File: src/design/npm_pkg.sv
// shared types, constants and helpers of the naive pattern matcher
`timescale 1ns / 1ps

package npm_pkg;

    localparam int MAX_PATTERN = 16;
    // bytes carried by the two pattern registers
    localparam int PAT_BYTES   = 16;
    localparam int PIDX_W      = $clog2(PAT_BYTES);
    localparam int LEN_W       = $clog2(MAX_PATTERN + 1);
    localparam int CFG_LEN_W   = 5;
    localparam int DATA_W      = 64;
    localparam int NUM_REGS    = 3;
    localparam int REG_IDX_W   = $clog2(NUM_REGS);
    localparam int ADDR_W      = REG_IDX_W + 3;
    localparam int WORD_W      = 32;
    localparam int QUEUE_DEPTH = 4;
    localparam int QPTR_W      = $clog2(QUEUE_DEPTH);
    localparam int QCNT_W      = $clog2(QUEUE_DEPTH + 1);

    localparam logic [WORD_W-1:0] SAT32 = '1;

    typedef enum logic [REG_IDX_W-1:0] {
        REG_PAT_LOW  = REG_IDX_W'(0),
        REG_PAT_HIGH = REG_IDX_W'(1),
        REG_PAT_LEN  = REG_IDX_W'(2)
    } t_reg_idx;

    typedef struct packed {
        logic [DATA_W-1:0]    pat_low;
        logic [DATA_W-1:0]    pat_high;
        logic [CFG_LEN_W-1:0] pat_len;
    } t_cfg;

    // one classified byte: a match, an end of text, or both
    typedef struct packed {
        logic              has_match;
        logic              is_last;
        logic [WORD_W-1:0] index;
        logic [WORD_W-1:0] count;
    } t_evt;

    // zero counts as one, anything above the window as the window
    function automatic logic [LEN_W-1:0] eff_len(input logic [CFG_LEN_W-1:0] len);
        logic [LEN_W-1:0] res;
        if (len == '0) begin
            res = LEN_W'(1);
        end else if (len > CFG_LEN_W'(MAX_PATTERN)) begin
            res = LEN_W'(MAX_PATTERN);
        end else begin
            res = LEN_W'(len);
        end
        return res;
    endfunction

endpackage

File: src/design/naive_pattern_matcher_core.sv
// top level of the streaming naive pattern matcher
`timescale 1ns / 1ps

// Streaming naive string matcher. Text bytes are pushed one per transaction,
// with end_of_text on the last byte of a text. The front end shifts each byte
// into a 16-byte window and compares the newest pattern_length bytes against
// the pattern in parallel, so it takes one byte every cycle unless full. Bytes that give
// a match or end a text go into a 4-entry queue; the back end turns each entry
// into one or two results (a match result, then the final count result) and
// hands them out through a one-entry output register, one result per cycle while popped.
// A result passes through the queue and then the output register before it reaches the outputs.
// full rises only when the queue holds 4 pending entries, which happens when
// results are not popped or when many bytes end both a match and a text.
// Counters saturate at 0xFFFFFFFF. Registers sit at byte addresses 0, 8, 16
// (pattern bytes 0-7, pattern bytes 8-15, pattern length). The user must write them
// only while the block is idle; the block does not enforce it. No clearing is needed after reset.
module naive_pattern_matcher_core (
    input  logic                          i_clk,
    input  logic                          i_rst_n,
    input  logic                          push,
    output logic                          full,
    input  logic [7:0]                    i_text_char,
    input  logic                          i_end_of_text,
    output logic                          empty,
    input  logic                          pop,
    output logic [npm_pkg::WORD_W-1:0]    o_match_index,
    output logic [npm_pkg::WORD_W-1:0]    o_match_count,
    output logic                          o_is_final,
    input  logic                          psel,
    input  logic                          penable,
    input  logic                          pwrite,
    input  logic [npm_pkg::ADDR_W-1:0]    paddr,
    input  logic [npm_pkg::DATA_W-1:0]    pwdata,
    output logic [npm_pkg::DATA_W-1:0]    prdata,
    output logic                          pready
);

    npm_pkg::t_cfg cfg;
    npm_pkg::t_evt front_evt;
    npm_pkg::t_evt head_evt;
    logic          front_wr;
    logic          in_accept;
    logic          q_empty;
    logic          q_deq;
    logic          out_valid;

    assign in_accept = push && !full;
    assign empty     = !out_valid;

    npm_cfg u_cfg (
        .i_clk     (i_clk),
        .i_rst_n   (i_rst_n),
        .i_psel    (psel),
        .i_penable (penable),
        .i_pwrite  (pwrite),
        .i_paddr   (paddr),
        .i_pwdata  (pwdata),
        .o_prdata  (prdata),
        .o_pready  (pready),
        .o_cfg     (cfg)
    );

    npm_front u_front (
        .i_clk         (i_clk),
        .i_rst_n       (i_rst_n),
        .i_cfg         (cfg),
        .i_valid       (in_accept),
        .i_text_char   (i_text_char),
        .i_end_of_text (i_end_of_text),
        .o_wr          (front_wr),
        .o_evt         (front_evt)
    );

    npm_queue u_queue (
        .i_clk     (i_clk),
        .i_rst_n   (i_rst_n),
        .i_wr      (front_wr),
        .i_wr_data (front_evt),
        .i_rd      (q_deq),
        .o_rd_data (head_evt),
        .o_full    (full),
        .o_empty   (q_empty)
    );

    npm_back u_back (
        .i_clk         (i_clk),
        .i_rst_n       (i_rst_n),
        .i_head_valid  (!q_empty),
        .i_head        (head_evt),
        .o_deq         (q_deq),
        .o_valid       (out_valid),
        .i_pop         (pop),
        .o_match_index (o_match_index),
        .o_match_count (o_match_count),
        .o_is_final    (o_is_final)
    );

endmodule

File: src/design/npm_cfg.sv
// register block behind the apb port: pattern bytes and pattern length
`timescale 1ns / 1ps

module npm_cfg (
    input  logic                          i_clk,
    input  logic                          i_rst_n,
    input  logic                          i_psel,
    input  logic                          i_penable,
    input  logic                          i_pwrite,
    input  logic [npm_pkg::ADDR_W-1:0]    i_paddr,
    input  logic [npm_pkg::DATA_W-1:0]    i_pwdata,
    output logic [npm_pkg::DATA_W-1:0]    o_prdata,
    output logic                          o_pready,
    output npm_pkg::t_cfg                 o_cfg
);

    logic [npm_pkg::DATA_W-1:0]    r_pat_low;
    logic [npm_pkg::DATA_W-1:0]    r_pat_high;
    logic [npm_pkg::CFG_LEN_W-1:0] r_pat_len;
    npm_pkg::t_reg_idx             reg_idx;
    logic                          wr_en;

    assign reg_idx  = npm_pkg::t_reg_idx'(i_paddr[npm_pkg::ADDR_W-1:3]);
    assign o_pready = 1'b1;
    assign wr_en    = i_psel && i_penable && i_pwrite && o_pready;

    always_ff @(posedge i_clk) begin
        if (!i_rst_n) begin
            r_pat_low  <= '0;
            r_pat_high <= '0;
            r_pat_len  <= npm_pkg::CFG_LEN_W'(1);
        end else if (wr_en) begin
            unique case (reg_idx)
                npm_pkg::REG_PAT_LOW:  r_pat_low  <= i_pwdata;
                npm_pkg::REG_PAT_HIGH: r_pat_high <= i_pwdata;
                npm_pkg::REG_PAT_LEN:  r_pat_len  <= i_pwdata[npm_pkg::CFG_LEN_W-1:0];
                default: ;
            endcase
        end
    end

    always_comb begin
        unique case (reg_idx)
            npm_pkg::REG_PAT_LOW:  o_prdata = r_pat_low;
            npm_pkg::REG_PAT_HIGH: o_prdata = r_pat_high;
            npm_pkg::REG_PAT_LEN:  o_prdata = npm_pkg::DATA_W'(r_pat_len);
            default:               o_prdata = '0;
        endcase
    end

    assign o_cfg.pat_low  = r_pat_low;
    assign o_cfg.pat_high = r_pat_high;
    assign o_cfg.pat_len  = r_pat_len;

endmodule

File: src/design/npm_front.sv
// front end: byte window, parallel pattern compare, position and match counters
`timescale 1ns / 1ps

module npm_front (
    input  logic                 i_clk,
    input  logic                 i_rst_n,
    input  npm_pkg::t_cfg        i_cfg,
    input  logic                 i_valid,
    input  logic [7:0]           i_text_char,
    input  logic                 i_end_of_text,
    output logic                 o_wr,
    output npm_pkg::t_evt        o_evt
);

    logic [7:0]                           r_window [npm_pkg::MAX_PATTERN];
    logic [7:0]                           n_window [npm_pkg::MAX_PATTERN];
    logic [npm_pkg::LEN_W-1:0]            r_fill;
    logic [npm_pkg::LEN_W-1:0]            n_fill;
    logic [npm_pkg::WORD_W-1:0]           r_pos;
    logic [npm_pkg::WORD_W-1:0]           n_pos;
    logic [npm_pkg::WORD_W-1:0]           r_count;
    logic [npm_pkg::WORD_W-1:0]           n_count;
    logic [npm_pkg::LEN_W-1:0]            len;
    logic [npm_pkg::PAT_BYTES*8-1:0]      pat_all;
    logic [npm_pkg::LEN_W-1:0]            pat_sel [npm_pkg::MAX_PATTERN];
    logic                                 hit;

    assign len     = npm_pkg::eff_len(i_cfg.pat_len);
    assign pat_all = {i_cfg.pat_high, i_cfg.pat_low};

    always_comb begin
        n_window[0] = i_text_char;
        for (int k = 1; k < npm_pkg::MAX_PATTERN; k++) begin
            n_window[k] = r_window[k-1];
        end
    end

    assign n_fill = (r_fill < npm_pkg::LEN_W'(npm_pkg::MAX_PATTERN)) ?
                    r_fill + npm_pkg::LEN_W'(1) : r_fill;
    assign n_pos  = (r_pos != npm_pkg::SAT32) ? r_pos + 1'b1 : r_pos;

    // window entry k lines up with pattern byte len-1-k
    always_comb begin
        hit = (n_fill >= len);
        for (int k = 0; k < npm_pkg::MAX_PATTERN; k++) begin
            pat_sel[k] = len - npm_pkg::LEN_W'(1) - npm_pkg::LEN_W'(k);
            if (npm_pkg::LEN_W'(k) < len &&
                n_window[k] != pat_all[8*npm_pkg::PIDX_W'(pat_sel[k]) +: 8]) begin
                hit = 1'b0;
            end
        end
    end

    assign n_count = (hit && r_count != npm_pkg::SAT32) ? r_count + 1'b1 : r_count;

    assign o_wr            = i_valid && (hit || i_end_of_text);
    assign o_evt.has_match = hit;
    assign o_evt.is_last   = i_end_of_text;
    assign o_evt.index     = r_pos - npm_pkg::WORD_W'(len - npm_pkg::LEN_W'(1));
    assign o_evt.count     = n_count;

    // stale bytes are never compared: the fill count gates the match
    always_ff @(posedge i_clk) begin
        if (i_valid) begin
            r_window <= n_window;
        end
    end

    always_ff @(posedge i_clk) begin
        if (!i_rst_n) begin
            r_fill  <= '0;
            r_pos   <= '0;
            r_count <= '0;
        end else if (i_valid) begin
            if (i_end_of_text) begin
                r_fill  <= '0;
                r_pos   <= '0;
                r_count <= '0;
            end else begin
                r_fill  <= n_fill;
                r_pos   <= n_pos;
                r_count <= n_count;
            end
        end
    end

endmodule

File: src/design/npm_queue.sv
// small flop queue of classified bytes between front and back end
`timescale 1ns / 1ps

module npm_queue (
    input  logic             i_clk,
    input  logic             i_rst_n,
    input  logic             i_wr,
    input  npm_pkg::t_evt    i_wr_data,
    input  logic             i_rd,
    output npm_pkg::t_evt    o_rd_data,
    output logic             o_full,
    output logic             o_empty
);

    npm_pkg::t_evt              r_mem [npm_pkg::QUEUE_DEPTH];
    logic [npm_pkg::QPTR_W-1:0] r_wptr;
    logic [npm_pkg::QPTR_W-1:0] r_rptr;
    logic [npm_pkg::QCNT_W-1:0] r_cnt;
    logic                       do_wr;
    logic                       do_rd;

    assign o_full    = (r_cnt == npm_pkg::QCNT_W'(npm_pkg::QUEUE_DEPTH));
    assign o_empty   = (r_cnt == '0);
    assign do_wr     = i_wr && !o_full;
    assign do_rd     = i_rd && !o_empty;
    assign o_rd_data = r_mem[r_rptr];

    always_ff @(posedge i_clk) begin
        if (do_wr) begin
            r_mem[r_wptr] <= i_wr_data;
        end
    end

    always_ff @(posedge i_clk) begin
        if (!i_rst_n) begin
            r_wptr <= '0;
            r_rptr <= '0;
            r_cnt  <= '0;
        end else begin
            if (do_wr) begin
                r_wptr <= (r_wptr == npm_pkg::QPTR_W'(npm_pkg::QUEUE_DEPTH - 1)) ?
                          '0 : r_wptr + 1'b1;
            end
            if (do_rd) begin
                r_rptr <= (r_rptr == npm_pkg::QPTR_W'(npm_pkg::QUEUE_DEPTH - 1)) ?
                          '0 : r_rptr + 1'b1;
            end
            if (do_wr && !do_rd) begin
                r_cnt <= r_cnt + 1'b1;
            end else if (do_rd && !do_wr) begin
                r_cnt <= r_cnt - 1'b1;
            end
        end
    end

endmodule

File: src/design/npm_back.sv
// back end: expands each queued entry into one or two results in an output register
`timescale 1ns / 1ps

module npm_back (
    input  logic                        i_clk,
    input  logic                        i_rst_n,
    input  logic                        i_head_valid,
    input  npm_pkg::t_evt               i_head,
    output logic                        o_deq,
    output logic                        o_valid,
    input  logic                        i_pop,
    output logic [npm_pkg::WORD_W-1:0]  o_match_index,
    output logic [npm_pkg::WORD_W-1:0]  o_match_count,
    output logic                        o_is_final
);

    logic                        r_valid;
    logic                        r_phase;
    logic [npm_pkg::WORD_W-1:0]  r_index;
    logic [npm_pkg::WORD_W-1:0]  r_count;
    logic                        r_final;
    logic                        load;
    logic                        emit_match;

    assign load       = i_head_valid && (!r_valid || i_pop);
    // r_phase set: the match of this entry is out, its final result is next
    assign emit_match = i_head.has_match && !r_phase;
    assign o_deq      = load && !(emit_match && i_head.is_last);

    always_ff @(posedge i_clk) begin
        if (!i_rst_n) begin
            r_valid <= 1'b0;
            r_phase <= 1'b0;
        end else begin
            if (load) begin
                r_valid <= 1'b1;
                r_phase <= emit_match && i_head.is_last;
            end else if (i_pop) begin
                r_valid <= 1'b0;
            end
        end
    end

    always_ff @(posedge i_clk) begin
        if (load) begin
            r_index <= emit_match ? i_head.index : '0;
            r_count <= i_head.count;
            r_final <= !emit_match;
        end
    end

    assign o_valid       = r_valid;
    assign o_match_index = r_index;
    assign o_match_count = r_count;
    assign o_is_final    = r_final;

endmodule

File: config.mk
export PLATFORM = sky130hd
export DESIGN_NAME = naive_pattern_matcher_core
export DESIGN_NICKNAME = d
export VERILOG_FILES = /design/src/design/npm_pkg.sv /design/src/design/naive_pattern_matcher_core.sv /design/src/design/npm_cfg.sv /design/src/design/npm_front.sv /design/src/design/npm_queue.sv /design/src/design/npm_back.sv
export SDC_FILE = /design/constraint.sdc
export NUM_CORES = 1
export LEC_CHECK = 0
export BUFFER_PORTS_ARGS = -buffer_cell sky130_fd_sc_hd__buf_2
export CORE_ASPECT_RATIO = 0.5
export CORE_UTILIZATION = 35
export DETAILED_ROUTE_END_ITERATION = 6
export GPL_TIMING_DRIVEN = 0
export PLACE_DENSITY = 0.49
export RECOVER_POWER = 50
export REMOVE_ABC_BUFFERS = 1
export SETUP_SLACK_MARGIN = 0.05
export SYNTH_ARGS = -nofsm -noshare
export SYNTH_HDL_FRONTEND = slang
export SYNTH_SLANG_ARGS = --single-unit
File: constraint.sdc
create_clock -name i_clk -period 9.95 [get_ports i_clk]
set_input_delay 1.4925 -clock i_clk [delete_from_list [all_inputs] [get_ports i_clk]]
set_output_delay 1.4925 -clock i_clk [all_outputs]
set_load 0.03 [all_outputs]
==> flow_summary.yaml, run 1 <==
final_layout:
  drive_above_1_share_pct: 16.2
  multi_input_area_mm2: 0.0173
  finalNonFillerCells: 4530
  syn_to_final_growth_pct: 13.4
  final_util_pct: 40.4
  regArea_mm2: 0.0178
  fin_nets: 3271
  n_fill_cell: 9688
synthesis:
  ys.flop_type: "edfxtp_1"
  synth_edf_count: 449
  ys_types: 89
  ys_ff_latch: 662
  syn_area_per_cell_um2: 11.9
  async_reset_ff_share_pct: 0
  synth_cells: 3011
  ys_seq_area_share_pct: 49.4
  synth_area_mm2: 0.0360
  ys_warn_count: 0
detailed_routing:
  via_per_inst: 5.57
  drtAntennaViolNets: 0
  drc_errors: 0
  drtIter0Drc: 2134
  firstDrtPassIters: 6
  avgRoutedWirePerCell_um: 22.9
  vias: 25222
  drt_wl_total_mm: 104
global_routing:
  antenna_found_initial: 1
  grt_max_degree: 101
  grt_pass1_vias: 24415
  track_usage_pct: 19.6
  grt_pass1_wl_mm: 156
  grt.overflow.total: 0
pwr:
  max-vdd-ir-drop_v: 0.000113
  power_per_cell_area_mw_per_mm2: 188
  p_leak_nw: 14.0
sta:
  skew_ns: 0.0256
  rsz0062_at_grt: "no"
  hold_viol_final: 0
  clock.fmax_mhz: 107
  relSlewSlack_pct: -102
  setup_viol: 0
  finalCritPeriodShare_pct: 93.9
  drv_slew: 566
  period_needed_ns: 9.34
  max_slew.worst_pin.slew_ns: 3.03
die:
  row_count: 82
  design.core.area_mm2: 0.101
  dieArea_mm2: 0.104
  start_util_pct: 35.6
  pin_count: 217
  fp.dieW_um: 455
  die_h_um: 229
clock_tree:
  clock_latency_ns: 0.66
  clkTransAtPathRegs_ns: 0.06
  numClockSinks: 662
  clockBufferDepth: 3
  root_buffer: "clkbuf_16"
  numCtsBuffers: 69
  htreeDepth: 3
  cts_tree: "yes"
place:
  gp_congestion: 0.874
  place_inst: 4402
  io_buffers: 212
  dp_hpwl_mm: 70.1
critical_path:
  cp-start-kind: "flip-flop"
  critPathMaxFanout: 81
  timing_worst_setup_path_type: "reg2reg"
  worstPathArrival_ns: 9.89
  slowest_stage: "dfxtp_1"
  end_kind: "flip-flop"
  required_ns: 10.50
  cp_slowest_stage_delay_ns: 1.02
  crit_family: "simple AND/OR/NAND/NOR gates"
  crit_buf_inv: 6
  crit_chain: "or4_1 -> nand2_8 -> inv_8 -> ha_1 -> xnor2_4 -> inv_2 -> buf_12 -> nor2_1 -> xnor2_2 -> buf_8 -> mux4_2 -> xnor2_1 -> nand4_1 -> o32ai_1 -> nand3_1 -> nor4_4 -> a32oi_1 -> inv_1 -> ha_1 -> inv_1 -> fa_1 -> xor2_1 -> or3_1 -> a21oi_1"
min_path:
  hp-class: "reg2reg"
outcome:
  status: "finished with violations"
  violations: "capacitance limit, slew limit"
job:
  maxCapViolCount: 14
-- Yosys cell counts, drive strengths merged, types with 6 or more instances --
library cell / n / share of area, %
a211oi: 45 / 0.95
a21o: 9 / 0.19
a21oi: 202 / 2.8
a311oi: 8 / 0.19
a31oi: 27 / 0.47
a32oi: 6 / 0.15
and2: 14 / 0.24
and3: 20 / 0.35
and3b: 15 / 0.37
buf: 76 / 1.1
clkbuf: 125 / 1.3
dfxtp: 213 / 12
edfxtp: 449 / 37
ha: 55 / 1.9
inv: 41 / 0.45
mux2: 11 / 0.34
mux2i: 254 / 7.1
mux4: 210 / 13
nand2: 404 / 4.3
nand2b: 15 / 0.26
nand3: 69 / 1.0
nand4: 38 / 0.70
nor2: 152 / 1.6
nor2b: 63 / 1.1
nor3: 39 / 0.54
nor4: 13 / 0.31
o211ai: 16 / 0.33
o21ai: 45 / 0.63
o21bai: 7 / 0.15
o22ai: 12 / 0.21
o311ai: 6 / 0.15
o31ai: 6 / 0.13
o32a: 7 / 0.19
or2: 7 / 0.12
or3: 29 / 0.52
or4: 9 / 0.19
xnor2: 145 / 3.6
xor2: 80 / 1.9
-- cell usage in the layout, fill, tap and decap left out, types with 7 or more instances in the layout --
cell       instances
edfxtp_1         449
nand2_1          401
mux2i_1          254
mux4_2           209
dfxtp_1          209
a21oi_1          201
nor2_1           151
xnor2_1          141
clkbuf_1         122
buf_2            112
xor2_1            79
clkbuf_16         72
nand3_1           65
nor2b_1           63
ha_1              52
a211oi_1          44
nor3_1            38
nand4_1           37
o21ai_0           36
inv_1             35
or3_1             27
a31oi_1           27
and3_1            20
o211ai_1          16
and3b_1           15
nand2b_1          13
buf_16            13
o22ai_1           12
mux2_2            11
nor4_1            11
clkinv_1          11
or4_1              9
and2_1             9
a21o_1             9
o21ai_1            9
a311oi_1           8
o32a_1             7
o21bai_1           7
-- state kept, by name, indices dropped and copies added (netlist names), named ones only --
name / cells
u_front.n_window: 120
u_queue.r_wptr: 2
u_front.r_count: 32
u_cfg.r_pat_low: 64
u_back.o_match_index: 32
u_queue.r_cnt: 3
u_back.o_valid: 1
u_queue.r_mem: 264
u_cfg.r_pat_high: 64
u_back.r_phase: 1
u_back.o_is_final: 1
u_cfg.r_pat_len: 5
u_back.o_match_count: 32
u_front.r_pos: 32
u_front.r_fill: 5
u_queue.r_rptr: 2
-- where the power goes --
part	internal (mW)	switching (mW)	total [mW]
Clock	1.48	1.16	2.63
Combinational	0.480	0.964	1.44
Sequential	3.41	0.183	3.59
Total	5.36	2.30	7.67
-- metrics by stage --
| step | hold slack (ns) | setup slack (ns) | power, mW | instance area (µm²) | setup TNS (ns) |
|---|---|---|---|---|---|
| after floorplan | 0.445 | -3.02 | 4.62 | 35100 | -1076.51 |
| after global placement | 0.452 | -11.39 | 5.19 | 37800 | -4757.60 |
| after detailed placement | 0.457 | 0.549 | 5.18 | 38800 | 0 |
| after CTS | 0.452 | 0.545 | 7.84 | 41000 | 0 |
| after global routing | 0.463 | 0.171 | 8.00 | 40800 | 0 |
| final | 0.456 | 0.609 | 7.67 | 40800 | 0 |
-- cell families after synthesis --
group	share of synthesized area, %
buffers and inverters	2.86
muxes	20.6
and+or+nand+nor	11.9
DFF	49.4
adders and majority gates	2.08
other	0.0104
AOI/OAI and AO/OA	7.73
xor gates and xnor gates	5.50
-- final timing paths --
check,slack (ns),cells past startpoint,end,start
setup / recovery,0.61,24,u_queue.r_cnt[2]$_SDFFE_PN0P_,u_cfg.r_pat_len[3]$_SDFFE_PN0P_
hold / removal,0.46,0,u_front.n_window[71]$_DFFE_PP_,u_front.n_window[79]$_DFFE_PP_
setup reg to reg,0.61,24,u_queue.r_cnt[2]$_SDFFE_PN0P_,u_cfg.r_pat_len[3]$_SDFFE_PN0P_
hold reg to reg,0.46,0,u_front.n_window[71]$_DFFE_PP_,u_front.n_window[79]$_DFFE_PP_
-- worst reg2reg max path, cell delays in order (launching register included) --
cell and delay [ns]:
dfxtp_1 1.02, or4_1 0.56, nand2_8 0.50, inv_8 0.80, ha_1 0.52, xnor2_4 0.23
inv_2 0.41, buf_12 0.25, nor2_1 0.14, xnor2_2 0.78, buf_8 0.27, mux4_2 0.54
xnor2_1 0.41, nand4_1 0.21, o32ai_1 0.30, nand3_1 0.21, nor4_4 0.32, a32oi_1 0.26
inv_1 0.24, ha_1 0.21, inv_1 0.06, fa_1 0.37, xor2_1 0.18, or3_1 0.30
a21oi_1 0.14
-- repair_timing --
action,4_1_cts,5_1_grt
setup endpoints to repair,0,4
hold buffers,0,0
buffers inserted,0,0
resized for setup,0,2
-- routing by layer --
layer  routed length (µm)  up-vias  global-route usage, %
met2                48100      660                   30.7
met1                48000    12853                   28.0
met5                    0        -                      0
met3                 5640      113                   3.54
met4                 1910        0                   4.75
li1                     -    11596                      -
-- cell type report --
type | count | share of cell area, %
diodes | 1 | 0.00614
clock buffers | 95 | 4.71
clock inverters | 32 | 0.826
inverters | 43 | 0.423
multi-input cells | 2105 | 42.5
flip-flops and latches | 662 | 43.6
well taps | 1344 | 4.12
repair buffers | 248 | 3.87
Power figures use the tool's default switching activity.
==> run 2: changes to the inputs <==
--- a/config.mk
+++ b/config.mk
@@ -12,7 +12,6 @@
 export GPL_TIMING_DRIVEN = 0
 export PLACE_DENSITY = 0.49
 export RECOVER_POWER = 50
-export REMOVE_ABC_BUFFERS = 1
 export SETUP_SLACK_MARGIN = 0.05
 export SYNTH_ARGS = -nofsm -noshare
 export SYNTH_HDL_FRONTEND = slang
==> run 2 against run 1 <==
  * Hold slack better by 0.0073 ns
  * The flow finishes with violations (DRC, capacitance limit, slew limit)
  * Sequential power hardly changed
  * Routed wire length grew 26%
  * Largest cell class unchanged
  * Critical path depth grew 5
  * Global-route usage is 5.3 points higher
  * Worst setup slack got worse by 0.13 ns
  * Sequential share of layout area is 0.22 points lower
  * Register-to-register slack lost 0.13 ns
==> flow_summary.yaml, run 2 (same netlist as run 1, synthesis figures left out) <==
outcome:
  status: "finished with violations"
  violations: "DRC, capacitance limit, slew limit"
critical_path:
  cp_slowest_stage_delay_ns: 0.78
  cp-start-kind: "flip-flop"
  required_ns: 10.53
  slowest_stage: "buf_1"
  timing_worst_setup_path_type: "reg2reg"
  regToRegSetupSlack_ns: 0.48
  end_kind: "flip-flop"
  worstPathArrival_ns: 10.05
  critPathMaxFanout: 11
final_layout:
  largest_reg_flops: 264
  final_cell_mix: "449 x edfxtp_1, 402 x nand2_1, 254 x mux2i_1"
  finalNonFillerCells: 4697
  drive_above_1_share_pct: 15.6
  regMostFlops: "u_queue.r_mem"
  layout_commonest_cell: "edfxtp_1"
  fin_nets: 3441
  n_fill_cell: 9643
  regArea_mm2: 0.0177
  syn_to_final_growth_pct: 13.9
  stdcell_area_mm2: 0.0410
  multi_input_area_mm2: 0.0172
sta:
  hold_viol_final: 0
  drv_slew: 190
  skew_ns: 0.0239
  period_needed_ns: 9.47
  clock.fmax_mhz: 106
  relSlewSlack_pct: -131
  max_slew.worst_pin.slew_ns: 3.46
  finalCritPeriodShare_pct: 95.2
  setup_viol: 0
  rsz0062_at_grt: "no"
detailed_routing:
  drt_wl_total_mm: 130
  drtAntennaViolNets: 0
  firstDrtPassIters: 7
  avgRoutedWirePerCell_um: 27.7
  drtIter0Drc: 2750
  vias: 27027
  drc_errors: 1
  via_per_inst: 5.75
clock_tree:
  clock_latency_ns: 0.68
  root_buffer: "clkbuf_16"
  htreeDepth: 3
  numClockSinks: 662
  clkTransAtPathRegs_ns: 0.07
  clockBufferDepth: 3
  numCtsBuffers: 67
  cts_tree: "yes"
pwr:
  max-vdd-ir-drop_v: 0.000118
  power_per_cell_area_mw_per_mm2: 187
  p_leak_nw: 14.1
global_routing:
  track_usage_pct: 25.0
  grt.overflow.total: 0
  grt_pass1_wl_mm: 187
  antenna_found_initial: 4
  grt_pass1_vias: 26122
  grt_busiest_layer: "met2"
  gr-usage-met2_pct: 37.4
  grt_max_degree: 64
  met3_usage_pct: 6.11
  met1_usage_pct: 35.5
die:
  pin_count: 217
  die_h_um: 229
  dieArea_mm2: 0.104
  start_util_pct: 35.6
  fp.dieW_um: 455
  row_count: 82
  design.core.area_mm2: 0.101
place:
  gp_congestion: 0.996
  place_area_mm2: 0.0389
  dp_hpwl_mm: 98.7
  place_inst: 4574
  io_buffers: 210
min_path:
  hp-class: "reg2reg"
job:
  maxCapViolCount: 5
synthesis:
  syn_nets: 3153
[run 2: changes by cell type in the layout (fill, tap and decap cells not counted), sizes merged]
cell      change
clkinvlp      -1
clkinv        +8
buf          +61
clkbuf       +97
bufinv        +2
[run 2: power by group]
group          switching, mW  internal [mW]
registers              0.174           3.41
logic                   1.02          0.475
clock network           1.17           1.42
[run 2: layout make-up]
cell class / count / share of cell area (%)
Sequential cell: 662 / 43.3
Clock buffer: 81 / 4.25
Clock inverter: 41 / 0.996
Tap cell: 1344 / 4.11
Timing Repair Buffer: 221 / 2.69
Antenna cell: 1 / 0.00611
Inverter: 43 / 0.422
Buffer: 199 / 2.12
Multi-Input combinational cell: 2105 / 42.1
[run 2: through the flow]
| stage | power (mW) | setup WS, ns | utilization, % | setup TNS [ns] | hold slack, ns |
|---|---|---|---|---|---|
| 2_1_floorplan | 4.63 | 1.30 | - | 0 | 0.445 |
| 3_3_place_gp | 5.21 | -3.69 | 38.3 | -1081.56 | 0.455 |
| 3_5_place_dp | 5.21 | -1.52 | 38.6 | -454.86 | 0.458 |
| 4_1_cts | 7.80 | 0.0805 | 40.7 | 0 | 0.466 |
| 5_1_grt | 7.98 | 0.0486 | 40.6 | 0 | 0.480 |
| 6_report | 7.66 | 0.476 | 40.6 | 0 | 0.463 |
[run 2: routing by layer]
layer  vias up  wire length [µm]  part of all wire [%]
li1      11922                 -                     -
met2      1145             57300                    44
met5         -                13                 0.010
met1     13715             57900                    44
met4         2              4240                   3.3
met3       243             10800                   8.3
[run 2: path summary, 6_finish.rpt]
kind,start,cells past startpoint,endpoint
worst min register to register,u_front.n_window[78]$_DFFE_PP_,0,u_front.n_window[70]$_DFFE_PP_
worst min-delay path,u_front.n_window[78]$_DFFE_PP_,0,u_front.n_window[70]$_DFFE_PP_
worst max register to register,u_cfg.r_pat_len[3]$_SDFFE_PN0P_,29,u_queue.r_cnt[2]$_SDFFE_PN0P_
worst max-delay path,u_cfg.r_pat_len[3]$_SDFFE_PN0P_,29,u_queue.r_cnt[2]$_SDFFE_PN0P_
[run 2: worst max-delay path, delay by kind of cell (launching register included)]
kind	cells	cell delay (ns)
xor+xnor	4	0.76
flops	1	0.60
simple gates	5	1.52
fa+ha+maj	4	1.30
mux	1	0.43
compound gates	4	1.14
buf+inv	11	3.56
[run 2: repair_timing]
| action | in CTS | in global routing |
|---|---|---|
| hold buffers | 0 | 0 |
| setup buffers | 2 | 0 |
| resized for setup | 6 | 11 |
| pin swaps | 1 | 0 |
| setup endpoints to repair | 433 | 315 |
